[src/hdl/portal_match_list_engine_top_macros.svh]
// Assertion macros for the match list engine top level.
`ifndef PORTAL_MATCH_LIST_ENGINE_TOP_MACROS_SVH
`define PORTAL_MATCH_LIST_ENGINE_TOP_MACROS_SVH

// Condition that must hold at every clock edge out of reset.
`define PMLE_ASSERT_ALWAYS(lbl, cond, msg) \
  lbl: assert property (@(posedge clk_i) disable iff (!rst_ni) (cond)) else $error(msg);

// Consequence that must hold in the cycle after the antecedent.
`define PMLE_ASSERT_NEXT(lbl, ante, cons, msg) \
  lbl: assert property (@(posedge clk_i) disable iff (!rst_ni) (ante) |=> (cons)) \
    else $error(msg);

`endif

[src/hdl/pmle_ram.sv]
// Generic single write port, single read port RAM with registered read.
module pmle_ram #(
  parameter int unsigned WIDTH = 8,
  parameter int unsigned DEPTH = 16
) (
  input  logic                             clk_i,
  input  logic                             we_i,
  input  logic [$clog2(DEPTH)-1:0]         waddr_i,
  input  logic [WIDTH-1:0]                 wdata_i,
  input  logic                             re_i,
  input  logic [$clog2(DEPTH)-1:0]         raddr_i,
  output logic [WIDTH-1:0]                 rdata_o
);

  logic [WIDTH-1:0] mem_q [DEPTH];
  logic [WIDTH-1:0] rdata_q;

  always_ff @(posedge clk_i) begin
    if (we_i) begin
      mem_q[waddr_i] <= wdata_i;
    end
    if (re_i) begin
      rdata_q <= mem_q[raddr_i];
    end
  end

  assign rdata_o = rdata_q;

endmodule

[config.mk]
export PLATFORM = sky130hd
export DESIGN_NAME = pmle_ram
export DESIGN_NICKNAME = d
export VERILOG_FILES = /design/src/hdl/portal_match_list_engine_top_macros.svh /design/src/hdl/pmle_ram.sv
export SDC_FILE = /design/constraint.sdc
export NUM_CORES = 1
export LEC_CHECK = 0
export BUFFER_PORTS_ARGS = -buffer_cell sky130_fd_sc_hd__buf_2
export CAP_MARGIN = 0
export CELL_PAD_IN_SITES_DETAIL_PLACEMENT = 1
export CELL_PAD_IN_SITES_GLOBAL_PLACEMENT = 2
export CORE_UTILIZATION = 52
export CTS_CLUSTER_SIZE = 8
export DETAILED_ROUTE_END_ITERATION = 16
export PLACE_DENSITY = 0.89
export SLEW_MARGIN = 20
export SYNTH_ARGS = -nofsm -noshare
export SYNTH_HDL_FRONTEND = slang
export SYNTH_SLANG_ARGS = --single-unit
[constraint.sdc]
create_clock -name clk_i -period 3.35 [get_ports clk_i]
set_clock_uncertainty 0.05 [all_clocks]
set_input_delay 0 -clock clk_i [delete_from_list [all_inputs] [get_ports clk_i]]
set_output_delay 0 -clock clk_i [all_outputs]
set_load 0.05 [all_outputs]
After elaboration in Yosys (flattened, before gate mapping). Memory sizes are Yosys's and may differ from the RTL's. A register that Yosys moved wholly into a read port is not among the register bits. Index checks and enable logic that the tools add are counted.

Memories kept: 1. Output and inout port bits: 8. RAM bits: 128. Bits in registers: 0. Word-level logic and storage cells: 3. Bits of input ports: 19.

Multiplexer cells: 2.

Memories: mem_q (words 16, bits a word 8, read ports 1, clocked after Yosys merged registers in 1, wr ports 1, RTL line pmle_ram.sv:15) `logic [WIDTH-1:0] mem_q [DEPTH];`.

Operators by type and width (number): $mux 1 (2).

Depth between registers and ports, before layout.
Depth after elaboration: 2. Mapped depth: 5. Mapped depth without buffers: 3.

Least setup slack after synthesis. Ideal clock, no wire load.

Path kind: input -> register. Start: input port waddr_i[2]. End: memory mem_q[0][0] (enable). Slack: 1807 ps. Stages on the path: 2. Setup time: 383 ps. Buffers on the path: 0. Data required time: 2917 ps. Arrival time: 1110 ps. Cell sequence: or3b_2 -> nor3_1.

RTL lines: start, declared (RTL line pmle_ram.sv:8) `input logic [$clog2(DEPTH)-1:0] waddr_i,`; end, declared (RTL line pmle_ram.sv:15).

No word-level cell before the write port.

Final worst setup path.
Start: input port waddr_i[1]. End: memory mem_q[12][3] (enable).

No word-level cell before the write port.

==> reports/metrics.yaml <==
status: "completed"
cts_resized: 0
grt_usage: 0.2322
fp.dieArea_sq_um: 10460
multi_input_area_sq_um: 1062
holdPathStages: 4
setup_violations: 0
clockRootBuffer: "clkbuf_8"
postSynthCellCount: 229
ant_nets: 0
holdCritPathClass: "primary input to flip-flop"
ys_seq_elements: 136
power_leakage_nw: 2.063
fmax_mhz: 575.0
cts_buffers: 17
drv_cap: 0
grt_max_degree: 33
clkSinkCount: 136
worst_setup_hold_path_clk_slew_ns: 0.05
end_kind: "flip-flop"
tightest_slew_ns: 1.055
ios: 27
routabilityCongestion: 0.7195
ys_types: 18
post-cts-setup-buffers: 0
powerDensity_nw_per_um2: 631.5
r2r_cells: 3
htreeDepth: 4
grt_pass1_wl_um: 15960
dr_total_vias: 2493
final-hold-violation-count: 0
netlist_top_cells_area: "edfxtp_1 (78%), mux4_2 (7.8%), mux4_1 (7.0%)"
stdcell_count: 426
fin_tns_setup_ns: 0
r2r_start: "mem_q[0][2]"
crit_type: "primary input to flip-flop"
nets: 299
layout-drive-gt1-share: 0.2594
critPathLaunch: "waddr_i[1]"
n_antenna_cell: 0
min_period_ns: 1.739
drv_slew: 0
grt_pass1_vias: 2658
ys.warnings.count: 0
drt_iter0_markers: 157
dp_hpwl_um: 6862
relSlewSlack: 0.2943
core_region_area_sq_um: 9774
area_delta_synth_final_pct: 17.64
reg2reg_to: "rdata_o[2]"
die_x_um: 102.3
avgViaCountPerCell: 5.852
power.total_mw: 3.884
post-place-ws_ns: 1.380
drt_pass1_iterations: 6
die_y_um: 102.3
initial_utilization: 0.5348
timing.hold.ws_ns: 0.09805
dpl_cell_area_sq_um: 5473
fin_util: 0.6292
clkLatencyLatePin_ns: 0.51
synth_top_cell_by_area: "edfxtp_1"
regArea_sq_um: 4084
syn_avg_cell_area_sq_um: 22.83
vdd_drop_max_v: 0.0003052
finalCritPeriodShare: 0.5192
clockBufferDepth: 2
drt_wl_total_um: 10860
fin_ws_ns: 1.611
cts_tree: "built"
synth_area_sq_um: 5228
crit_fanout: 8
wire_per_inst_um: 25.48
ctsHoldBuffers: 12
drc_errors: 0
antenna_found_initial: 0
fp-row-count: 36
synthesis.nets: 248
worstPathArrival_ns: 1.84
rrSetupSlack_ns: 1.70
place_inst: 382
crit_end: "mem_q[12][3]"
required_ns: 3.45
yosysSeqAreaShare: 0.7812
grt_overflow: 0
nFillCells: 823
postLayoutCellArea_sq_um: 6150
startpoint_type: "primary input"
rsz0062_at_grt: "false"
portBuffers: 26
synth_top_area_frac: 0.7812
## synth_stat cells
library cell / count
nor3_1: 4
nor2_1: 13
edfxtp_1: 136
and2_1: 1
mux4_1: 14
or3b_2: 1
nand2_1: 9
buf_4: 1
mux4_2: 18
buf_2: 3
nand2b_1: 2
clkdlybuf4s25_2: 3
and2b_1: 1
nand3_1: 1
buf_6: 3
a22oi_1: 16
nor2b_1: 1
nand3b_1: 2
## state kept, by name, summed over array words and instances (netlist names)
signal,count
rdata_o,8
mem_q,128
## routing by layer
| metal | GRT usage | routed length, um | up-vias | part of all wire |
|---|---|---|---|---|
| met5 | 0 | 0 | - | 0 |
| met4 | 0.1044 | 143 | 0 | 0.013 |
| met3 | 0.05198 | 633 | 15 | 0.058 |
| met2 | 0.3660 | 5532 | 106 | 0.51 |
| met1 | 0.3137 | 4546 | 1285 | 0.42 |
| li1 | - | - | 1087 | - |
## cell type report
| cell class | count | share of cell area |
|---|---|---|
| clock buffer | 19 | 0.06857 |
| timing repair buffer | 42 | 0.04557 |
| sequential | 136 | 0.6641 |
| multi-input combinational | 83 | 0.1727 |
| tap | 133 | 0.02706 |
| clock inverter | 13 | 0.02197 |
## power by group
group	internal, mW	total, mW	switching, mW
Combinational	0.0760	0.204	0.128
Clock	1.11	1.75	0.636
Sequential	1.92	1.93	0.0122
Total	3.11	3.88	0.776
## worst min-delay path by stage
stage | from | end | slack [ns]
5_1_grt | waddr_i[3] | mem_q[0][0] | 0.12
4_1_cts | waddr_i[2] | mem_q[0][0] | 0.07
3_3_place_gp | wdata_i[3] | mem_q[14][3] | 0.33
3_5_place_dp | wdata_i[0] | mem_q[5][0] | 0.35
6_report | waddr_i[2] | mem_q[0][6] | 0.1
2_1_floorplan | wdata_i[0] | mem_q[0][0] | 0.05
## kinds of logic (layout without fill, tap and decap cells)
group           after synthesis  in the layout  synth area share
compound gates               16             16           0.02298
buf+inv                      10             74           0.01651
flops                       136            136            0.7812
mux                          32             32            0.1479
simple gates                 35             35           0.03136
## worst max-delay path: stages
cell and delay [ns]:
dlygate4sd3_1 0.53, buf_2 0.16, nor3_2 0.18, dlygate4sd3_1 0.96
## placed cells by master (no fill, tap or decap)
cell type and n:
clkbuf_16 16, bufinv_16 3, nor2b_1 1, clkbuf_1 2, buf_2 26, clkbuf_8 1
and2b_1 1, mux4_2 18, nor2_1 13, buf_4 4, and2_1 1, nand2_1 9
nand3b_1 2, nand2b_1 2, clkinv_1 4, nor3_2 1, mux4_1 14, dlygate4sd3_1 12
clkinv_2 6, edfxtp_1 136, nand3_1 1, or3b_2 1, nor3_1 3, a22oi_1 16
(Power assumes the default switching activity.)
