## src/hdl/portal_match_list_engine_top_macros.svh

```systemverilog
// Assertion macros for the match list engine top level.
`ifndef PORTAL_MATCH_LIST_ENGINE_TOP_MACROS_SVH
`define PORTAL_MATCH_LIST_ENGINE_TOP_MACROS_SVH

// Condition that must hold at every clock edge out of reset.
`define PMLE_ASSERT_ALWAYS(lbl, cond, msg) \
  lbl: assert property (@(posedge clk_i) disable iff (!rst_ni) (cond)) else $error(msg);

// Consequence that must hold in the cycle after the antecedent.
`define PMLE_ASSERT_NEXT(lbl, ante, cons, msg) \
  lbl: assert property (@(posedge clk_i) disable iff (!rst_ni) (ante) |=> (cons)) \
    else $error(msg);

`endif

```

## src/hdl/pmle_pkg.sv

```systemverilog
// Shared types, codes and helper functions of the match list engine.
package pmle_pkg;

  localparam int unsigned ENTRIES_DEF = 16;

  // Command codes on the input tuser
  localparam logic [1:0] CMD_POST = 2'd0;
  localparam logic [1:0] CMD_PUT  = 2'd1;
  localparam logic [1:0] CMD_GET  = 2'd2;

  // Result status codes on the output tuser
  localparam logic [2:0] ST_MATCHED  = 3'd0;
  localparam logic [2:0] ST_TOO_BIG  = 3'd1;
  localparam logic [2:0] ST_NO_MATCH = 3'd2;
  localparam logic [2:0] ST_POSTED   = 3'd3;
  localparam logic [2:0] ST_FULL     = 3'd4;

  // Option bit positions
  localparam int unsigned OPT_PUT         = 0;
  localparam int unsigned OPT_GET         = 1;
  localparam int unsigned OPT_REMOTE_OFF  = 2;
  localparam int unsigned OPT_MAX_SIZE    = 3;
  localparam int unsigned OPT_TRUNCATE    = 4;
  localparam int unsigned OPT_AUTO_UNLINK = 5;
  localparam int unsigned OPT_ANY_NID     = 6;
  localparam int unsigned OPT_ANY_PID     = 7;

  localparam logic [7:0] THR_UNLIMITED = 8'hFF;

  // Table write data selection
  localparam logic [1:0] WSEL_POST  = 2'd0;
  localparam logic [1:0] WSEL_UPD   = 2'd1;
  localparam logic [1:0] WSEL_SHIFT = 2'd2;

  localparam int unsigned IN_TDATA_W  = 336;
  localparam int unsigned IN_TUSER_W  = 2;
  localparam int unsigned OUT_TDATA_W = 72;
  localparam int unsigned OUT_TUSER_W = 3;
  localparam int unsigned SLOT_W      = 4;

  // One table entry; also holds a latched input word
  typedef struct packed {
    logic [63:0] nid;
    logic [31:0] pid;
    logic [63:0] mbits;
    logic [63:0] ibits;
    logic [31:0] length;
    logic [31:0] offset;
    logic [31:0] max_size;
    logic [7:0]  options;
    logic [7:0]  threshold;
  } entry_t;

  localparam int unsigned ENTRY_W = $bits(entry_t);

  // Controller to datapath commands
  typedef struct packed {
    logic              load_in;
    logic              ev_en;
    logic              gr_en;
    logic              res_load;
    logic              res_match;
    logic [2:0]        res_status;
    logic [SLOT_W-1:0] res_slot;
    logic [1:0]        wsel;
    logic              out_load;
  } dp_cmd_t;

  // Datapath to controller status
  typedef struct packed {
    logic [1:0] cmd;
    logic       hit;
    logic       too_big;
    logic       unl;
  } dp_sts_t;

  // Remaining buffer space, saturating at zero
  function automatic logic [31:0] space_left(entry_t e);
    return (e.length > e.offset) ? (e.length - e.offset) : 32'd0;
  endfunction

  function automatic logic exhausted(entry_t e);
    return (e.threshold == 8'd0) ||
           (e.options[OPT_MAX_SIZE] && (space_left(e) < e.max_size));
  endfunction

endpackage

```

## src/hdl/pmle_ctrl.sv

```systemverilog
// Controller: sequencing of post, scan, update and unlink shift, entry count.
module pmle_ctrl #(
  parameter int unsigned ENTRIES = pmle_pkg::ENTRIES_DEF,
  localparam int unsigned IDX_W = (ENTRIES > 1) ? $clog2(ENTRIES) : 1,
  localparam int unsigned CNT_W = $clog2(ENTRIES + 1)
) (
  input  logic              clk_i,
  input  logic              rst_ni,
  input  logic              s_tvalid_i,
  output logic              s_tready_o,
  input  logic              m_tready_i,
  output logic              m_tvalid_o,
  input  pmle_pkg::dp_sts_t sts_i,
  output pmle_pkg::dp_cmd_t cmd_o,
  output logic              ram_we_o,
  output logic [IDX_W-1:0]  ram_waddr_o,
  output logic              ram_re_o,
  output logic [IDX_W-1:0]  ram_raddr_o,
  output logic [CNT_W-1:0]  cnt_o
);

  localparam logic [3:0] S_IDLE = 4'd0;
  localparam logic [3:0] S_DISP = 4'd1;
  localparam logic [3:0] S_RD   = 4'd2;
  localparam logic [3:0] S_EV   = 4'd3;
  localparam logic [3:0] S_GR   = 4'd4;
  localparam logic [3:0] S_CK   = 4'd5;
  localparam logic [3:0] S_SHR  = 4'd6;
  localparam logic [3:0] S_SHW  = 4'd7;
  localparam logic [3:0] S_DONE = 4'd8;

  logic [3:0]       state_q, state_d;
  logic [IDX_W-1:0] idx_q, idx_d;
  logic [CNT_W-1:0] cnt_q, cnt_d;
  logic             mval_q, mval_d;
  logic [CNT_W-1:0] idx_p1;

  assign idx_p1 = CNT_W'(idx_q) + CNT_W'(1);

  // Next state and commands
  always_comb begin
    state_d     = state_q;
    idx_d       = idx_q;
    cnt_d       = cnt_q;
    mval_d      = mval_q && !m_tready_i;
    cmd_o       = '0;
    cmd_o.wsel  = pmle_pkg::WSEL_POST;
    ram_we_o    = 1'b0;
    ram_waddr_o = idx_q;
    ram_re_o    = 1'b0;
    ram_raddr_o = idx_q;
    case (state_q)
      S_IDLE: begin
        if (s_tvalid_i) begin
          cmd_o.load_in = 1'b1;
          state_d       = S_DISP;
        end
      end
      S_DISP: begin
        cmd_o.res_load = 1'b1;
        state_d        = S_DONE;
        idx_d          = '0;
        if (sts_i.cmd == pmle_pkg::CMD_POST) begin
          if (cnt_q == CNT_W'(ENTRIES)) begin
            cmd_o.res_status = pmle_pkg::ST_FULL;
          end else begin
            ram_we_o         = 1'b1;
            ram_waddr_o      = cnt_q[IDX_W-1:0];
            cmd_o.res_status = pmle_pkg::ST_POSTED;
            cmd_o.res_slot   = pmle_pkg::SLOT_W'(cnt_q);
            cnt_d            = cnt_q + CNT_W'(1);
          end
        end else if (cnt_q == '0) begin
          cmd_o.res_status = pmle_pkg::ST_NO_MATCH;
        end else begin
          cmd_o.res_load = 1'b0;
          state_d        = S_RD;
        end
      end
      S_RD: begin
        ram_re_o = 1'b1;
        state_d  = S_EV;
      end
      S_EV: begin
        cmd_o.ev_en = 1'b1;
        state_d     = S_GR;
      end
      S_GR: begin
        if (!sts_i.hit) begin
          if (idx_p1 < cnt_q) begin
            idx_d   = idx_p1[IDX_W-1:0];
            state_d = S_RD;
          end else begin
            cmd_o.res_load   = 1'b1;
            cmd_o.res_status = pmle_pkg::ST_NO_MATCH;
            state_d          = S_DONE;
          end
        end else if (sts_i.too_big) begin
          cmd_o.res_load   = 1'b1;
          cmd_o.res_status = pmle_pkg::ST_TOO_BIG;
          cmd_o.res_slot   = pmle_pkg::SLOT_W'(idx_q);
          state_d          = S_DONE;
        end else begin
          cmd_o.gr_en = 1'b1;
          state_d     = S_CK;
        end
      end
      S_CK: begin
        cmd_o.res_load   = 1'b1;
        cmd_o.res_match  = 1'b1;
        cmd_o.res_status = pmle_pkg::ST_MATCHED;
        cmd_o.res_slot   = pmle_pkg::SLOT_W'(idx_q);
        state_d          = S_DONE;
        if (!sts_i.unl) begin
          ram_we_o   = 1'b1;
          cmd_o.wsel = pmle_pkg::WSEL_UPD;
        end else begin
          cnt_d = cnt_q - CNT_W'(1);
          if (idx_p1 < cnt_q) begin
            state_d = S_SHR;
          end
        end
      end
      // Close the gap left by an unlinked entry, one entry per pass
      S_SHR: begin
        ram_re_o    = 1'b1;
        ram_raddr_o = idx_p1[IDX_W-1:0];
        state_d     = S_SHW;
      end
      S_SHW: begin
        ram_we_o   = 1'b1;
        cmd_o.wsel = pmle_pkg::WSEL_SHIFT;
        if (idx_p1 < cnt_q) begin
          idx_d   = idx_p1[IDX_W-1:0];
          state_d = S_SHR;
        end else begin
          state_d = S_DONE;
        end
      end
      S_DONE: begin
        if (!mval_q || m_tready_i) begin
          cmd_o.out_load = 1'b1;
          mval_d         = 1'b1;
          state_d        = S_IDLE;
        end
      end
      default: begin
        state_d = S_IDLE;
      end
    endcase
  end

  always_ff @(posedge clk_i or negedge rst_ni) begin
    if (!rst_ni) begin
      state_q <= S_IDLE;
      idx_q   <= '0;
      cnt_q   <= '0;
      mval_q  <= 1'b0;
    end else begin
      state_q <= state_d;
      idx_q   <= idx_d;
      cnt_q   <= cnt_d;
      mval_q  <= mval_d;
    end
  end

  assign s_tready_o = (state_q == S_IDLE);
  assign m_tvalid_o = mval_q;
  assign cnt_o      = cnt_q;

endmodule

```

## config.mk

```make
export PLATFORM = sky130hd
export DESIGN_NAME = pmle_ctrl
export DESIGN_NICKNAME = d
export VERILOG_FILES = /design/src/hdl/portal_match_list_engine_top_macros.svh /design/src/hdl/pmle_pkg.sv /design/src/hdl/pmle_ctrl.sv
export SDC_FILE = /design/constraint.sdc
export NUM_CORES = 1
export LEC_CHECK = 0
export BUFFER_PORTS_ARGS = -buffer_cell sky130_fd_sc_hd__buf_2
export CAP_MARGIN = 20
export CORE_MARGIN = 2
export CORE_UTILIZATION = 45
export DETAILED_ROUTE_END_ITERATION = 8
export PLACE_DENSITY = 0.72
export SYNTH_ARGS = -nofsm -noshare
export SYNTH_HDL_FRONTEND = slang
export SYNTH_SLANG_ARGS = --single-unit
```

## constraint.sdc

```tcl
create_clock -name clk_i -period 2.6 [get_ports clk_i]
set_clock_uncertainty 0.1 [all_clocks]
set_input_delay 0.13 -clock clk_i [delete_from_list [all_inputs] [get_ports clk_i]]
set_output_delay 0.13 -clock clk_i [all_outputs]
set_load 0.005 [all_outputs]
```

Word level (Yosys, flattened, before mapping)
Cells that the tools add are included.

cells by class
  muxes and demuxes = 55
  add/subtract/negate cells = 3
  equal/unequal tests = 15
  reduce and logical (&&, ||, !) cells = 13
  order comparisons = 1

operator list
  kind                                                                   number
  4-bit 2-to-1 mux                                                       18
  4-bit one-hot mux with 9 select lines                                  1
  1-bit 2-to-1 mux                                                       21
  7-bit one-hot mux with 3 select lines                                  1
  5-bit 2-to-1 mux                                                       4
  4-bit by 3-bit equality test with 1-bit output, second input constant  4
  2-bit inequality test, second input constant                           6
  4-bit one-hot mux with 3 select lines                                  1
  5-bit one-hot mux with 2 select lines                                  1
  3-bit 2-to-1 mux                                                       3
  4-bit by 2-bit equality test with 1-bit output, second input constant  2
  1-bit one-hot mux with 3 select lines                                  2
  4-bit by 1-bit adder with 5-bit output, second input constant          1
  5-bit by 1-bit adder with 5-bit output, second input constant          1
  5-bit equality test, second input constant                             1
  5-bit zero test                                                        1
  5-bit less-than comparator                                             1
  5-bit by 1-bit subtractor with 5-bit output, second input constant     1
  4-bit by 1-bit equality test with 1-bit output, second input constant  1
  4-bit equality test, second input constant                             1
  4-bit zero test                                                        1
  2-bit 2-to-1 mux                                                       2
  2-bit one-hot mux with 2 select lines                                  1
  2-bit AND reduction                                                    2
  other kinds (8)                                                        9

word-level totals
  output and inout port bits = 32
  flip-flop bits (word level) = 14
  input port bits = 9

Depth between registers and ports, before layout
  word-level depth = 5
  mapped depth = 10
  depth with buffers taken out = 9

Least setup slack after synthesis
OpenSTA, ideal clock, no wires.

  kind = flip-flop to output port
  start point = register idx_q[2]
  end point = output cmd_o[11] (netlist name)
  required time = 2.370 ns
  stages on the path, launching flop included = 9
  setup slack = 0.123 ns
  arrival time = 2.247 ns
  buffers on the path = 1
  path through = dfrtp_1 > clkbuf_1 > nand3_1 > xnor2_1 > ha_1 > o21a_1 > a221oi_2 > nor4_1 > or3b_1

RTL lines
  element                 RTL line          text
  from (decl)             pmle_ctrl.sv:33   logic [IDX_W-1:0] idx_q, idx_d;
  from (signal assigned)  pmle_ctrl.sv:161  idx_q <= idx_d;
  to (decl)               pmle_ctrl.sv:14   output pmle_pkg::dp_cmd_t cmd_o,

==> run summary <==
The flow ran to the end, but the final reports show violations. The final reports fail on setup timing. STA classifies the critical path endpoint as a primary output. In this run the number of H-tree levels came out at 1. The number of antenna violations at the first check in global routing is 0. The cell depth of the worst setup path came out at 8. The overall track demand over capacity in global routing is 24.2%.

The smallest setup slack after layout is -0.159 ns. The first-pass detailed-route iteration total came out at 4. Once layout is done, the placed cells without fillers occupy 1700 µm². The global route total overflow is 0. Across the run, the number of max-cap violations was 0. The part of the cycle the worst path needs came out at 106%. Dividing total power by cell area gives a power density of 935 nW/µm².

The average detailed-routed wire length per instance came out at 15.8 µm. The fraction of final layout cells with drive strength greater than 1 is 34.3%. The count of pins on the block boundary came out at 41. The number of nets in the synthesized netlist is 179.

In the post-synthesis netlist, the biggest area contributors are dfrtp_1 27%, ha_1 7.6%, o21ai_0 6.1%. The number of placed instances, taps included is 235. The endpoint arrival time on the critical path came out at 2.53 ns. Summing internal, switching and leakage power gives 1.59 mW. STA classifies the critical path startpoint as a flop.

The critical path starts at idx_q[0]. The post-place instance area came out at 1580 µm². The internal reg-to-reg setup slack came out at 0.06 ns.

The number of antenna repair diodes is 0. The number of vias per cell after detailed routing came out at 5.79. The count of cells along the worst hold path is 3. On the critical path, the stage with the largest delay is an instance of dfrtp_1. The clock root buffer master is clkbuf_4. At the end of routability-driven placement, the weighted congestion stood at 0.836.

The initial utilization of the core area, before any placement, comes to 47.8%. Input and output buffers added on the ports amount to 40. The count of distinct cell types in the synthesized netlist is 50.

By count the netlist is led by 17 x nand2_1, 16 x o21ai_0, 14 x dfrtp_1, 14 x nor2_1, 11 x a21oi_1. The number of DRC markers in iteration 0 is 90. The longest individual stage delay on the worst path came out at 0.40 ns. The area overhead of the layout relative to synthesis is 28.7%. The relative slew slack is 60.8%. The post-route minimum period came out at 2.76 ns. The number of antenna-violating nets in the routed design came out at 0. The worst register-to-register path ends at idx_q[0]. The clock sink count is 14.

The DRC violation count after routing is 0. The total wirelength of the detailed-routed design is 3.86 mm. The signal on the critical path passes through ha_2 -> xor2_1 -> ha_1 -> a211o_1 -> a221oi_2 -> nor4_1 -> or3b_1 -> buf_2. The combined area of the multi-input logic cells came out at 915 µm². The number of flops mapped to enable cells by yosys came out at 0. TritonCTS built the clock tree. The wire length of the first global-routing pass came out at 6.31 mm. The number of rows created at floorplan came out at 19.

The core region area is 2760 µm². The count of filler cells inserted in the layout came out at 252. Final hold analysis gives a worst-case slack of 0.0665 ns. The max-slew violation total from the final report came to 0. The final-layout setup total negative slack is -0.185 ns. At the pin with the least slew margin, the transition time is 0.584 ns. The class of the tightest hold or removal check is in2reg.

Of all flip-flops after synthesis, the portion carrying an async set or reset was 100%. The worst-skew pair later-pin latency came out at 0.29 ns. The number of register bits inferred by synthesis came out at 14. The synthesized design spends more area on one cell type than any other, namely dfrtp_1.

TritonCTS created 3 clock buffers. The area of the mapped netlist is 1320 µm². The pin count of the biggest net entering global routing came out at 15.

In the synthesized netlist, the number of instances is 161. Of all nets on the critical path, the largest fanout is 3. The number of cells on the worst reg-to-reg path is 10. The routed layout has 1412 vias. The clock transition at the register clock pins on the worst setup and hold paths after CTS came out at 0.09 ns. For the worst setup path, the data required time is 2.37 ns. Yosys instantiated no cell more often than nand2_1. The share of synthesized area occupied by flip-flops and latches came out at 26.6%.

The origin of the worst min-delay path is m_tready_i. The worst register-to-register path begins at idx_q[0]. The fmax came out at 362 MHz. The critical path ends at cmd_o[11]. Grouping stages by cell kind, the critical path spends the most delay in compound AO/OA/AOI/OAI gates. The total number of yosys warnings came out at 0. The post-synthesis average cell area came out at 8.18 µm². The fraction of post-synthesis cell area in the top cell type by area is 26.6%. The HPWL reported at the end of detailed placement came out at 2.93 mm. The final-stage net count is 233. The largest vdd supply drop came out at 0.000578 V. The via count of the first global-routing pass came out at 1372. The number of buffers on the longest clock path came out at 2. The final setup violation count came out at 2.

Among all flip-flop cells after synthesis, the most frequent one is dfrtp_1. The path type of the worst setup path is reg2out. The floorplan step set the die height to 58.1 µm. The floorplan die width is 58.1 µm. The number of hold violations in the final report came out at 0. The area of the die came out at 3380 µm². The leakage power total is 0.867 nW. The buffering stage count on the worst path with inverters included came out at 1. The sequential standard cell area is 352 µm².

The final non-filler cell total came out at 244. Setup repair after global routing could not meet its margin everywhere.
==> per-layer routing <==
| layer | share of wire [%] | global-route usage (%) | vias up |
|---|---|---|---|
| met5 | 0 | 0 | - |
| met4 | 1.4 | 8.64 | 0 |
| met3 | 7.0 | 4.02 | 7 |
| met2 | 49 | 40.1 | 56 |
| met1 | 42 | 31.8 | 662 |
| li1 | - | - | 687 |
==> flip-flops by register name, summed over array words and instances, names as in the netlist <==
signal      count
state_q         4
m_tvalid_o      1
idx_q           4
cnt_o           5
==> report_power, final <==
group	leakage, nW	switching [mW]	internal, mW
clock	0.0138	0.0739	0.0538
combinational	0.674	0.587	0.484
sequential	0.179	0.0908	0.295
==> stage by stage <==
| stage | util (%) | setup WS [ns] |
|---|---|---|
| floorplan | - | 0.123 |
| global placement | 57.4 | 0.177 |
| detailed placement | 57.4 | 0.150 |
| CTS | 60.0 | -0.156 |
| global route | 61.5 | -0.214 |
| finish | 61.5 | -0.159 |
==> tightest hold or removal path, stage by stage <==
cell and delay, ns:
buf_2 0.07, nand2b_1 0.12, o21ai_0 0.09
==> cells in the final DEF, fill, tap and decap left out, drive strengths merged, types with 3 or more instances in the layout <==
cell type  synthesis  routed
nor3               7       7
dfrtp             14      14
and3               3       3
nand2b             4       4
inv               10      10
a22o               4       4
nor2              14      14
o21ai             18      18
a21oi             11      11
nand3              5       5
nand2             18      18
ha                 8       8
xnor2              7       7
buf                4      55
clkbuf             3       3
==> how the worst min path moves through the flow <==
stage               slack, ns         end
CTS                      0.06  m_tvalid_o
global placement        -0.05  m_tvalid_o
floorplan               -0.27    cnt_o[0]
global route             0.08  m_tvalid_o
detailed placement      -0.04  m_tvalid_o
finish                   0.07  m_tvalid_o
==> logic make-up (layout without fill, tap and decap cells) <==
group / count (synthesis) / in the layout / synth area share, %
AO/OA/AOI/OAI: 47 / 47 / 24.8
XOR/XNOR: 9 / 9 / 5.98
adder cells (fa/ha/maj): 9 / 9 / 9.12
buffers and inverters: 17 / 69 / 6.46
flip-flops: 14 / 14 / 26.6
multiplexers: 1 / 1 / 0.855
AND/OR/NAND/NOR: 64 / 64 / 26.2
==> layout make-up <==
| cell class | instances | area share, % |
|---|---|---|
| Inverter | 10 | 2.21 |
| Clock buffer | 3 | 1.33 |
| Tap cell | 31 | 2.29 |
| Sequential cell | 14 | 20.7 |
| Timing Repair Buffer | 56 | 19.5 |
| Multi-Input combinational cell | 130 | 53.9 |
==> what timing repair did <==
action | in CTS | in global routing
setup buffers | 3 | 2
endpoints found under the hold margin | 14 | 0
hold buffers | 1 | 0
endpoints found under the setup margin | 2 | 6
pin swaps | 2 | 3
gates resized for setup | 6 | 5
(Power assumes the default switching activity.)
