**config.mk**
```make
export PLATFORM = sky130hd
export DESIGN_NAME = pmle_dp
export DESIGN_NICKNAME = d
export VERILOG_FILES = /design/src/hdl/portal_match_list_engine_top_macros.svh /design/src/hdl/pmle_pkg.sv /design/src/hdl/pmle_dp.sv
export SDC_FILE = /design/constraint.sdc
export NUM_CORES = 2
export LEC_CHECK = 0
export ABC_AREA = 1
export BUFFER_PORTS_ARGS = -buffer_cell sky130_fd_sc_hd__clkbuf_2
export CORE_AREA = 2 2 426 428
export DETAILED_ROUTE_END_ITERATION = 6
export DIE_AREA = 0 0 428 430
export GPL_TIMING_DRIVEN = 1
export PLACE_DENSITY = 0.59
export SLEW_MARGIN = 0
export SYNTH_ARGS = -nofsm -noshare
export SYNTH_HDL_FRONTEND = slang
export SYNTH_SLANG_ARGS = --single-unit
```
**constraint.sdc**
```tcl
create_clock -name clk_i -period 6.35 [get_ports clk_i]
set_input_delay 0.3175 -clock clk_i [delete_from_list [all_inputs] [get_ports clk_i]]
set_output_delay 0.3175 -clock clk_i [all_outputs]
set_load 0.01 [all_outputs]
```
**src/hdl/portal_match_list_engine_top_macros.svh**
```systemverilog
// Assertion macros for the match list engine top level.
`ifndef PORTAL_MATCH_LIST_ENGINE_TOP_MACROS_SVH
`define PORTAL_MATCH_LIST_ENGINE_TOP_MACROS_SVH

// Condition that must hold at every clock edge out of reset.
`define PMLE_ASSERT_ALWAYS(lbl, cond, msg) \
  lbl: assert property (@(posedge clk_i) disable iff (!rst_ni) (cond)) else $error(msg);

// Consequence that must hold in the cycle after the antecedent.
`define PMLE_ASSERT_NEXT(lbl, ante, cons, msg) \
  lbl: assert property (@(posedge clk_i) disable iff (!rst_ni) (ante) |=> (cons)) \
    else $error(msg);

`endif

```
**src/hdl/pmle_pkg.sv**
```systemverilog
// Shared types, codes and helper functions of the match list engine.
package pmle_pkg;

  localparam int unsigned ENTRIES_DEF = 16;

  // Command codes on the input tuser
  localparam logic [1:0] CMD_POST = 2'd0;
  localparam logic [1:0] CMD_PUT  = 2'd1;
  localparam logic [1:0] CMD_GET  = 2'd2;

  // Result status codes on the output tuser
  localparam logic [2:0] ST_MATCHED  = 3'd0;
  localparam logic [2:0] ST_TOO_BIG  = 3'd1;
  localparam logic [2:0] ST_NO_MATCH = 3'd2;
  localparam logic [2:0] ST_POSTED   = 3'd3;
  localparam logic [2:0] ST_FULL     = 3'd4;

  // Option bit positions
  localparam int unsigned OPT_PUT         = 0;
  localparam int unsigned OPT_GET         = 1;
  localparam int unsigned OPT_REMOTE_OFF  = 2;
  localparam int unsigned OPT_MAX_SIZE    = 3;
  localparam int unsigned OPT_TRUNCATE    = 4;
  localparam int unsigned OPT_AUTO_UNLINK = 5;
  localparam int unsigned OPT_ANY_NID     = 6;
  localparam int unsigned OPT_ANY_PID     = 7;

  localparam logic [7:0] THR_UNLIMITED = 8'hFF;

  // Table write data selection
  localparam logic [1:0] WSEL_POST  = 2'd0;
  localparam logic [1:0] WSEL_UPD   = 2'd1;
  localparam logic [1:0] WSEL_SHIFT = 2'd2;

  localparam int unsigned IN_TDATA_W  = 336;
  localparam int unsigned IN_TUSER_W  = 2;
  localparam int unsigned OUT_TDATA_W = 72;
  localparam int unsigned OUT_TUSER_W = 3;
  localparam int unsigned SLOT_W      = 4;

  // One table entry; also holds a latched input word
  typedef struct packed {
    logic [63:0] nid;
    logic [31:0] pid;
    logic [63:0] mbits;
    logic [63:0] ibits;
    logic [31:0] length;
    logic [31:0] offset;
    logic [31:0] max_size;
    logic [7:0]  options;
    logic [7:0]  threshold;
  } entry_t;

  localparam int unsigned ENTRY_W = $bits(entry_t);

  // Controller to datapath commands
  typedef struct packed {
    logic              load_in;
    logic              ev_en;
    logic              gr_en;
    logic              res_load;
    logic              res_match;
    logic [2:0]        res_status;
    logic [SLOT_W-1:0] res_slot;
    logic [1:0]        wsel;
    logic              out_load;
  } dp_cmd_t;

  // Datapath to controller status
  typedef struct packed {
    logic [1:0] cmd;
    logic       hit;
    logic       too_big;
    logic       unl;
  } dp_sts_t;

  // Remaining buffer space, saturating at zero
  function automatic logic [31:0] space_left(entry_t e);
    return (e.length > e.offset) ? (e.length - e.offset) : 32'd0;
  endfunction

  function automatic logic exhausted(entry_t e);
    return (e.threshold == 8'd0) ||
           (e.options[OPT_MAX_SIZE] && (space_left(e) < e.max_size));
  endfunction

endpackage

```
**src/hdl/pmle_dp.sv**
```systemverilog
// Datapath: latched word, entry evaluation, grant and offset update, results.
module pmle_dp (
  input  logic                                clk_i,
  input  logic [pmle_pkg::IN_TDATA_W-1:0]     s_tdata_i,
  input  logic [pmle_pkg::IN_TUSER_W-1:0]     s_tuser_i,
  input  pmle_pkg::dp_cmd_t                   cmd_i,
  output pmle_pkg::dp_sts_t                   sts_o,
  input  pmle_pkg::entry_t                    ram_rdata_i,
  output pmle_pkg::entry_t                    ram_wdata_o,
  output logic [pmle_pkg::OUT_TDATA_W-1:0]    m_tdata_o,
  output logic [pmle_pkg::OUT_TUSER_W-1:0]    m_tuser_o
);

  logic [1:0]       cmd_q;
  pmle_pkg::entry_t msg_q;
  pmle_pkg::entry_t ent_q, upd_q;
  logic             hit_q;
  logic [31:0]      doff_q, cap_q, grant_q;

  logic [2:0]                      pend_status_q;
  logic [pmle_pkg::SLOT_W-1:0]     pend_slot_q;
  logic [31:0]                     pend_doff_q, pend_grant_q;
  logic                            pend_unl_q;
  logic [pmle_pkg::OUT_TDATA_W-1:0] m_tdata_q;
  logic [pmle_pkg::OUT_TUSER_W-1:0] m_tuser_q;

  pmle_pkg::entry_t e;
  pmle_pkg::entry_t upd_c;
  logic        op_ok, nid_ok, pid_ok, mb_ok, hit_c;
  logic [31:0] doff_c, cap_c, grant_c;
  logic        fits_c;
  logic [32:0] sum_c;
  logic [7:0]  thr_c;
  logic        unl_c;

  // Evaluation of the entry just read
  always_comb begin
    e      = ram_rdata_i;
    op_ok  = ((cmd_q == pmle_pkg::CMD_PUT) && e.options[pmle_pkg::OPT_PUT]) ||
             ((cmd_q == pmle_pkg::CMD_GET) && e.options[pmle_pkg::OPT_GET]);
    nid_ok = e.options[pmle_pkg::OPT_ANY_NID] || (e.nid == msg_q.nid);
    pid_ok = e.options[pmle_pkg::OPT_ANY_PID] || (e.pid == msg_q.pid);
    mb_ok  = ((e.mbits ^ msg_q.mbits) & ~e.ibits) == 64'd0;
    hit_c  = op_ok && !pmle_pkg::exhausted(e) && nid_ok && pid_ok && mb_ok;
    doff_c = e.options[pmle_pkg::OPT_REMOTE_OFF] ? msg_q.offset : e.offset;
    if (e.options[pmle_pkg::OPT_MAX_SIZE]) begin
      cap_c = e.max_size;
    end else begin
      cap_c = (e.length > doff_c) ? (e.length - doff_c) : 32'd0;
    end
  end

  // Grant, saturating offset advance and threshold count-down
  always_comb begin
    fits_c  = msg_q.length <= cap_q;
    grant_c = fits_c ? msg_q.length : cap_q;
    sum_c   = {1'b0, doff_q} + {1'b0, grant_c};
    thr_c   = ent_q.threshold;
    if ((thr_c != pmle_pkg::THR_UNLIMITED) && (thr_c != 8'd0)) begin
      thr_c = thr_c - 8'd1;
    end
    upd_c           = ent_q;
    upd_c.offset    = sum_c[32] ? 32'hFFFF_FFFF : sum_c[31:0];
    upd_c.threshold = thr_c;
    unl_c = upd_q.options[pmle_pkg::OPT_AUTO_UNLINK] && pmle_pkg::exhausted(upd_q);
  end

  // Input word latch
  always_ff @(posedge clk_i) begin
    if (cmd_i.load_in) begin
      cmd_q           <= s_tuser_i;
      msg_q.nid       <= s_tdata_i[63:0];
      msg_q.pid       <= s_tdata_i[95:64];
      msg_q.mbits     <= s_tdata_i[159:96];
      msg_q.ibits     <= s_tdata_i[223:160];
      msg_q.length    <= s_tdata_i[255:224];
      msg_q.offset    <= s_tdata_i[287:256];
      msg_q.max_size  <= s_tdata_i[319:288];
      msg_q.options   <= s_tdata_i[327:320];
      msg_q.threshold <= s_tdata_i[335:328];
    end
  end

  // Scan stage registers
  always_ff @(posedge clk_i) begin
    if (cmd_i.ev_en) begin
      ent_q  <= e;
      hit_q  <= hit_c;
      doff_q <= doff_c;
      cap_q  <= cap_c;
    end
    if (cmd_i.gr_en) begin
      upd_q   <= upd_c;
      grant_q <= grant_c;
    end
  end

  // Pending result and output word
  always_ff @(posedge clk_i) begin
    if (cmd_i.res_load) begin
      pend_status_q <= cmd_i.res_status;
      pend_slot_q   <= cmd_i.res_slot;
      pend_doff_q   <= cmd_i.res_match ? doff_q : 32'd0;
      pend_grant_q  <= cmd_i.res_match ? grant_q : 32'd0;
      pend_unl_q    <= cmd_i.res_match && unl_c;
    end
    if (cmd_i.out_load) begin
      m_tdata_q <= {3'd0, pend_unl_q, pend_grant_q, pend_doff_q, pend_slot_q};
      m_tuser_q <= pend_status_q;
    end
  end

  // Table write data
  always_comb begin
    case (cmd_i.wsel)
      pmle_pkg::WSEL_POST:  ram_wdata_o = msg_q;
      pmle_pkg::WSEL_UPD:   ram_wdata_o = upd_q;
      pmle_pkg::WSEL_SHIFT: ram_wdata_o = ram_rdata_i;
      default:              ram_wdata_o = msg_q;
    endcase
  end

  assign sts_o.cmd     = cmd_q;
  assign sts_o.hit     = hit_q;
  assign sts_o.too_big = !fits_c && !ent_q.options[pmle_pkg::OPT_TRUNCATE];
  assign sts_o.unl     = unl_c;
  assign m_tdata_o     = m_tdata_q;
  assign m_tuser_o     = m_tuser_q;

endmodule

```
Yosys cells after proc, flatten, opt, wreduce, memory -nomap -nowiden
Index checks and enable logic that the tools add are counted.
{ "totals": {"ff_bits": 1219, "inputBits": 690, "output_inout_bits": 416, "elab_cells": 91} }
{ "op_classes": {"addsub": 5, "magnitude_cmp": 6, "n_eq_ne": 7, "mux": 8, "n_bitwise": 3, "n_reduce_logical": 24} }
{ "ops": {"columns": ["op", "n"], "rows": [
  ["one-hot mux 336 bit (2 select lines)", 1],
  ["2-to-1 mux 32 bit", 6],
  ["> comparator 32 bit", 3],
  ["subtractor 32 bit", 3],
  ["bitwise AND 64 bit", 1],
  ["equality test 64 bit", 1],
  ["logical NOT 64 bit", 1],
  ["< comparator 32 bit", 2],
  ["inverter 64 bit", 1],
  ["bitwise XOR 64 bit", 1],
  ["adder 32 x 32 -> 33 bit", 1],
  ["equality test 32 bit", 1],
  ["less-or-equal comparator 32 bit", 1],
  ["logical NOT 8 bit", 2],
  ["logical AND 1 bit", 12],
  ["2-to-1 mux 8 bit", 1],
  ["!= test 8 bit (second input constant)", 1],
  ["nonzero test 8 bit", 1],
  ["subtractor 8 x 1 -> 8 bit (second input constant)", 1],
  ["logical OR 1 bit", 5],
  ["equality test 2 x 1 -> 1 bit (second input constant)", 2],
  ["equality test 2 bit (second input constant)", 2],
  ["logical NOT 1 bit", 3]
]} }

Depth between registers and ports, before layout
{ "depth": {"ltp_word": 10, "ltp_mapped": 34, "mapped_depth_nobuf": 33} }

Worst setup path after synthesis
No wires, ideal clock.
{ "synth_timing": {"path_type": "reg2reg", "start": "reg msg_q[111] (netlist bit)", "end": "reg upd_q[73] (netlist bit), data pin", "setup_time_ns": 0.260, "t_arrival_ns": 4.032, "required_ns": 6.090, "slack_ns": 2.059, "stages_incl_launch_ff": 25, "path_buffers": 3, "synth_period_minus_slack_ns": 4.291, "cell_sequence": "edfxtp_1 > ha_1 > nand2_1 > nor4_1 > nor4b_1 > nand4_1 > nand2_1 > buf_2 > clkbuf_1 > nand2_1 > o21ai_0 > ha_1 > a21oi_2 > o21ai_2 > a21oi_2 > o21ai_2 > a21oi_4 > nand3b_1 > nand2_1 > nand3_1 > nand2_1 > a21o_1 > a21oi_4 > buf_4 > nand3_1"} }
{ "synth_via": {"elab_chain_cells": 3} }
{ "synth_lines": {"columns": ["item", "line_no", "rtl"], "rows": [
  ["from (decl)", "pmle_dp.sv:15", "pmle_pkg::entry_t msg_q;"],
  ["less-or-equal comparator 32 bit", "pmle_dp.sv:55", "fits_c = msg_q.length <= cap_q;"],
  ["2-to-1 mux 32 bit", "pmle_dp.sv:56", "grant_c = fits_c ? msg_q.length : cap_q;"],
  ["named net grant_c[3]", "pmle_dp.sv:30", "logic [31:0] doff_c, cap_c, grant_c;"],
  ["adder 32 x 32 -> 33 bit", "pmle_dp.sv:57", "sum_c = {1'b0, doff_q} + {1'b0, grant_c};"],
  ["to (signal assigned)", "pmle_dp.sv:93", "upd_q <= upd_c;"],
  ["to (decl)", "pmle_dp.sv:16", "pmle_pkg::entry_t ent_q, upd_q;"]
]} }
The timed path passes the listed nets, and every way through them passes these cells.
A chain may end at the register's enable or synchronous reset.

Final worst setup path
Ends and elaborated chain as after synthesis.

==> reports/metrics.json <==
{
  "path_common_cell": {"value": "sky130_fd_sc_hd__nand2_1"},
  "crit_path_start_kind": {"value": "register"},
  "finalSetupTns": {"value": 0, "unit": "ps"},
  "multiplexer_area_fraction_after_synthesis": {"value": 0.000200},
  "numCtsBuffers": {"value": 140},
  "cts.sink_count": {"value": 1219},
  "worst_setup_path_end_kind": {"value": "register"},
  "flip_flop_and_latch_count_after_synthesis": {"value": 1219},
  "final_min_period_over_clock_period": {"value": 0.931},
  "timing.critical_path.slowest_stage_cell": {"value": "sky130_fd_sc_hd__nor4_2"},
  "synth_top_family_by_area": {"value": "simple AND/OR/NAND/NOR gates"},
  "critPathArrivalTime": {"value": 6440, "unit": "ps"},
  "synthesis.instances": {"value": 5034},
  "post-layout-total-power": {"value": 23400, "unit": "uW"},
  "synth_simple_gate_area_share": {"value": 0.110},
  "synth.top_cell.area_share": {"value": 0.649},
  "synth.cell_area": {"value": 56400, "unit": "um2"},
  "port-buffer-count": {"value": 1102},
  "placementRows": {"value": 156},
  "synth_ff_type": {"value": "sky130_fd_sc_hd__edfxtp_1"},
  "clock.fmax": {"value": 169, "unit": "MHz"},
  "final-instance-count-excl-fill": {"value": 9337},
  "first_global_vias": {"value": 47000},
  "worst_slack": {"value": 436, "unit": "ps"},
  "clk-insertion-delay-late": {"value": 800, "unit": "ps"},
  "drt.antenna.violating_nets": {"value": 0},
  "worstPathMaxFanout": {"value": 31},
  "synth_enable_flop_cells": {"value": 1219},
  "outcome": {"value": "complete, no violations"},
  "yosysUniqueCellTypes": {"value": 63},
  "path_cells": {"value": "ha_1 > nand2_1 > nor4_2 > nor4b_2 > nand2_1 > o2111ai_1 > nand2_2 > buf_4 > o21ai_0 > ha_1 > a21oi_1 > o21a_1 > nand2_1 > a221oi_1 > nand2_1 > nand3_1 > nand2_1 > a21o_1 > a21oi_4 > buf_12 > nand3_1"},
  "detail_route.wl_per_cell": {"value": 25.3, "unit": "um"},
  "synth-async-reset-ratio": {"value": 0},
  "worstPathBufferInverterCount": {"value": 2},
  "timing.final.max_slew_violations": {"value": 0},
  "cp_slowest_stage_delay": {"value": 550, "unit": "ps"},
  "dr.pass1.iters": {"value": 5},
  "chipWidth": {"value": 428, "unit": "um"},
  "setup-violations-final": {"value": 0},
  "ios": {"value": 1106},
  "worst_pin_slew": {"value": 1110, "unit": "ps"},
  "detail_route.wirelength": {"value": 236000, "unit": "um"},
  "finalInstanceArea": {"value": 76200, "unit": "um2"},
  "powerDensity": {"value": 307, "unit": "nW/um2"},
  "grt_util_all_layers": {"value": 0.248},
  "hold_violations": {"value": 0},
  "initial_antenna_violation_count": {"value": 63},
  "layout_nets": {"value": 7732},
  "path_class": {"value": "register to register"},
  "core": {"value": 180000, "unit": "um2"},
  "total_leakage_power": {"value": 0.0317, "unit": "uW"},
  "timing.critical_path.max_delay_family": {"value": "simple AND/OR/NAND/NOR gates"},
  "yosys.area_share.adder": {"value": 0.0518},
  "drive_above_1_share": {"value": 0.201},
  "fp.dieArea": {"value": 184000, "unit": "um2"},
  "multi_input_gate_area": {"value": 17400, "unit": "um2"},
  "irDropWorstVdd": {"value": 0.000329, "unit": "V"},
  "globalRouteOverflowTotal": {"value": 0},
  "route.detailed.vias_per_inst": {"value": 5.01},
  "cts_tree": {"value": "yes"},
  "critical_path_required": {"value": 6870, "unit": "ps"},
  "synth_xor_area_frac": {"value": 0.0362},
  "compound_gate_portion_of_the_synthesized_area": {"value": 0.109},
  "initial_utilization": {"value": 0.314},
  "max_slew_margin": {"value": 0.250},
  "synth.yosys.seq_area_share": {"value": 0.649},
  "min_cycle_time_layout": {"value": 5910, "unit": "ps"},
  "final.fill_count": {"value": 17000},
  "die_y": {"value": 430, "unit": "um"},
  "grt_max_degree": {"value": 143},
  "worst_clock_skew_on_the_final_layout": {"value": 26.3, "unit": "ps"},
  "cts.path.max_buffers": {"value": 3},
  "dp_cells": {"value": 8368},
  "yosysTopAreaCell": {"value": "sky130_fd_sc_hd__edfxtp_1"},
  "h_tree_depth_reported_by_cts": {"value": 4},
  "syn-mean-instance-area": {"value": 11.2, "unit": "um2"},
  "clock_tree.root_cell": {"value": "sky130_fd_sc_hd__clkbuf_16"},
  "area_delta_synth_final": {"value": 35.1, "unit": "%"},
  "drv.max_cap_violation_count": {"value": 0},
  "setup_repair_after_global_routing_missed_its_margin": {"value": "no"},
  "ys.warnings.count": {"value": 0},
  "residual_drc": {"value": 0},
  "postPlaceCellArea": {"value": 64700, "unit": "um2"},
  "dp_slack": {"value": -230, "unit": "ps"},
  "overall_via_count_from_detail_route": {"value": 46800},
  "routabilityCongestion": {"value": 0.931},
  "synth.area.top_cells": {"value": "sky130_fd_sc_hd__edfxtp_1, sky130_fd_sc_hd__a21oi_1, sky130_fd_sc_hd__nand2_1"},
  "worst_path_clk_slew": {"value": 60, "unit": "ps"},
  "min-delay-path-class": {"value": "primary input to register"},
  "hpwlAfterDp": {"value": 176000, "unit": "um"},
  "grt_first_pass_wirelength": {"value": 329000, "unit": "um"},
  "dr.first_iter.drc_count": {"value": 4108},
  "sequential_cell_area": {"value": 36600, "unit": "um2"}
}
[timing repair]
item / in CTS / in global routing
hold endpoints to repair: 680 / 0
hold buffers: 670 / 0
cloned: 0 / 0
buffers inserted: 0 / 1
setup endpoints to repair: 32 / 1
pin swaps: 0 / 1
gates resized for setup: 2 / 5
[where the power goes]
part	switching, uW	internal (uW)	leakage (uW)	total, uW
Sequential	296	9680	0.0120	9970
Combinational	3280	1810	0.0175	5100
Clock	3560	4750	0.00223	8310
Total	7140	16200	0.0317	23400
[worst paths after layout]
path                   start  slack, ps  cells after the start    endpoint
max               msg_q[111]        440                     21   upd_q[73]
min          ram_rdata_i[49]         60                      3   doff_q[1]
max reg2reg       msg_q[111]        440                     21   upd_q[73]
min reg2reg       ent_q[283]        400                      0  upd_q[283]
[cell usage in the layout, fill, tap and decap left out, types with 5 or more instances in the layout]
| cell type | instances |
|---|---|
| sky130_fd_sc_hd__inv_1 | 455 |
| sky130_fd_sc_hd__a21boi_1 | 5 |
| sky130_fd_sc_hd__xor2_1 | 70 |
| sky130_fd_sc_hd__clkbuf_2 | 1097 |
| sky130_fd_sc_hd__a211oi_1 | 5 |
| sky130_fd_sc_hd__clkbuf_1 | 27 |
| sky130_fd_sc_hd__ha_1 | 225 |
| sky130_fd_sc_hd__a31oi_1 | 13 |
| sky130_fd_sc_hd__clkinvlp_4 | 6 |
| sky130_fd_sc_hd__o22ai_1 | 50 |
| sky130_fd_sc_hd__nor2_1 | 509 |
| sky130_fd_sc_hd__nand2_1 | 879 |
| sky130_fd_sc_hd__buf_12 | 11 |
| sky130_fd_sc_hd__o21a_1 | 12 |
| sky130_fd_sc_hd__o21ai_2 | 6 |
| sky130_fd_sc_hd__dlygate4sd3_1 | 670 |
| sky130_fd_sc_hd__inv_16 | 5 |
| sky130_fd_sc_hd__a21oi_1 | 773 |
| sky130_fd_sc_hd__xnor2_1 | 163 |
| sky130_fd_sc_hd__o21ai_0 | 186 |
| sky130_fd_sc_hd__a221oi_1 | 10 |
| sky130_fd_sc_hd__edfxtp_1 | 1219 |
| sky130_fd_sc_hd__or2_2 | 7 |
| sky130_fd_sc_hd__buf_4 | 41 |
| sky130_fd_sc_hd__clkinv_2 | 17 |
| sky130_fd_sc_hd__o2111ai_1 | 5 |
| sky130_fd_sc_hd__diode_2 | 50 |
| sky130_fd_sc_hd__bufinv_16 | 14 |
| sky130_fd_sc_hd__clkinv_1 | 23 |
| sky130_fd_sc_hd__a21oi_2 | 5 |
| sky130_fd_sc_hd__nor4_1 | 22 |
| sky130_fd_sc_hd__nor3_1 | 24 |
| sky130_fd_sc_hd__a22oi_1 | 11 |
| sky130_fd_sc_hd__nand4_1 | 47 |
| sky130_fd_sc_hd__nand3_1 | 51 |
| sky130_fd_sc_hd__o21ai_1 | 15 |
| sky130_fd_sc_hd__a21o_1 | 12 |
| sky130_fd_sc_hd__clkbuf_16 | 143 |
[stage by stage]
| step | hold slack (ps) | util |
|---|---|---|
| final | 59.8 | 0.424 |
| after global routing | 46.4 | 0.424 |
| after CTS | 3.63 | 0.423 |
| after detailed placement | 405 | 0.360 |
| after floorplan | 400 | - |
| after global placement | 400 | 0.360 |
[flip-flops by register name, summed over array words and instances, names as in the netlist, 69 cells and up]
name and flops:
upd_q 336, msg_q 336, ent_q 304, m_tdata_o 69
[logic make-up after synthesis]
logic type | Yosys count
other | 1
buffers and inverters | 645
XOR/XNOR | 233
flip-flops | 1219
AO/OA/AOI/OAI | 1145
multiplexers | 1
adder cells (fa/ha/maj) | 231
AND/OR/NAND/NOR | 1559
[worst min-delay path, cell delays in order]
cell and delay, ps:
sky130_fd_sc_hd__clkbuf_2 80, sky130_fd_sc_hd__o21ai_0 200, sky130_fd_sc_hd__inv_1 120
[cells in the mapped netlist, types with 6 or more instances]
cell	count
sky130_fd_sc_hd__nand4_1	47
sky130_fd_sc_hd__nand3_1	51
sky130_fd_sc_hd__o21a_1	12
sky130_fd_sc_hd__nor4_1	24
sky130_fd_sc_hd__nand2_1	882
sky130_fd_sc_hd__nor3_1	24
sky130_fd_sc_hd__inv_1	455
sky130_fd_sc_hd__a21o_1	12
sky130_fd_sc_hd__o21ai_2	6
sky130_fd_sc_hd__o21ai_0	186
sky130_fd_sc_hd__buf_1	8
sky130_fd_sc_hd__xnor2_1	163
sky130_fd_sc_hd__or2_2	7
sky130_fd_sc_hd__ha_1	227
sky130_fd_sc_hd__xor2_1	70
sky130_fd_sc_hd__a21oi_1	774
sky130_fd_sc_hd__clkbuf_1	169
sky130_fd_sc_hd__a31oi_1	14
sky130_fd_sc_hd__a22oi_1	11
sky130_fd_sc_hd__buf_4	10
sky130_fd_sc_hd__o22ai_1	50
sky130_fd_sc_hd__nor2_1	509
sky130_fd_sc_hd__o21ai_1	15
sky130_fd_sc_hd__a221oi_1	10
sky130_fd_sc_hd__edfxtp_1	1219
[layer usage]
metal  up-vias  global-route usage  wire length (um)
li1      21300                   -                 -
met3       597              0.0476             15500
met4         4               0.143             15700
met5         -                   0                21
met2      2264               0.429            117000
met1     22700               0.286             87900
[layout make-up]
cell class              count  share of cell area
clock buffers             170              0.0483
inverters                 456              0.0225
repair buffers           1822               0.167
flip-flops and latches   1219               0.480
multi-input cells        3172               0.229
well taps                2370              0.0389
clock inverters            78              0.0125
diodes                     50             0.00164
(Power assumes the default switching activity.)
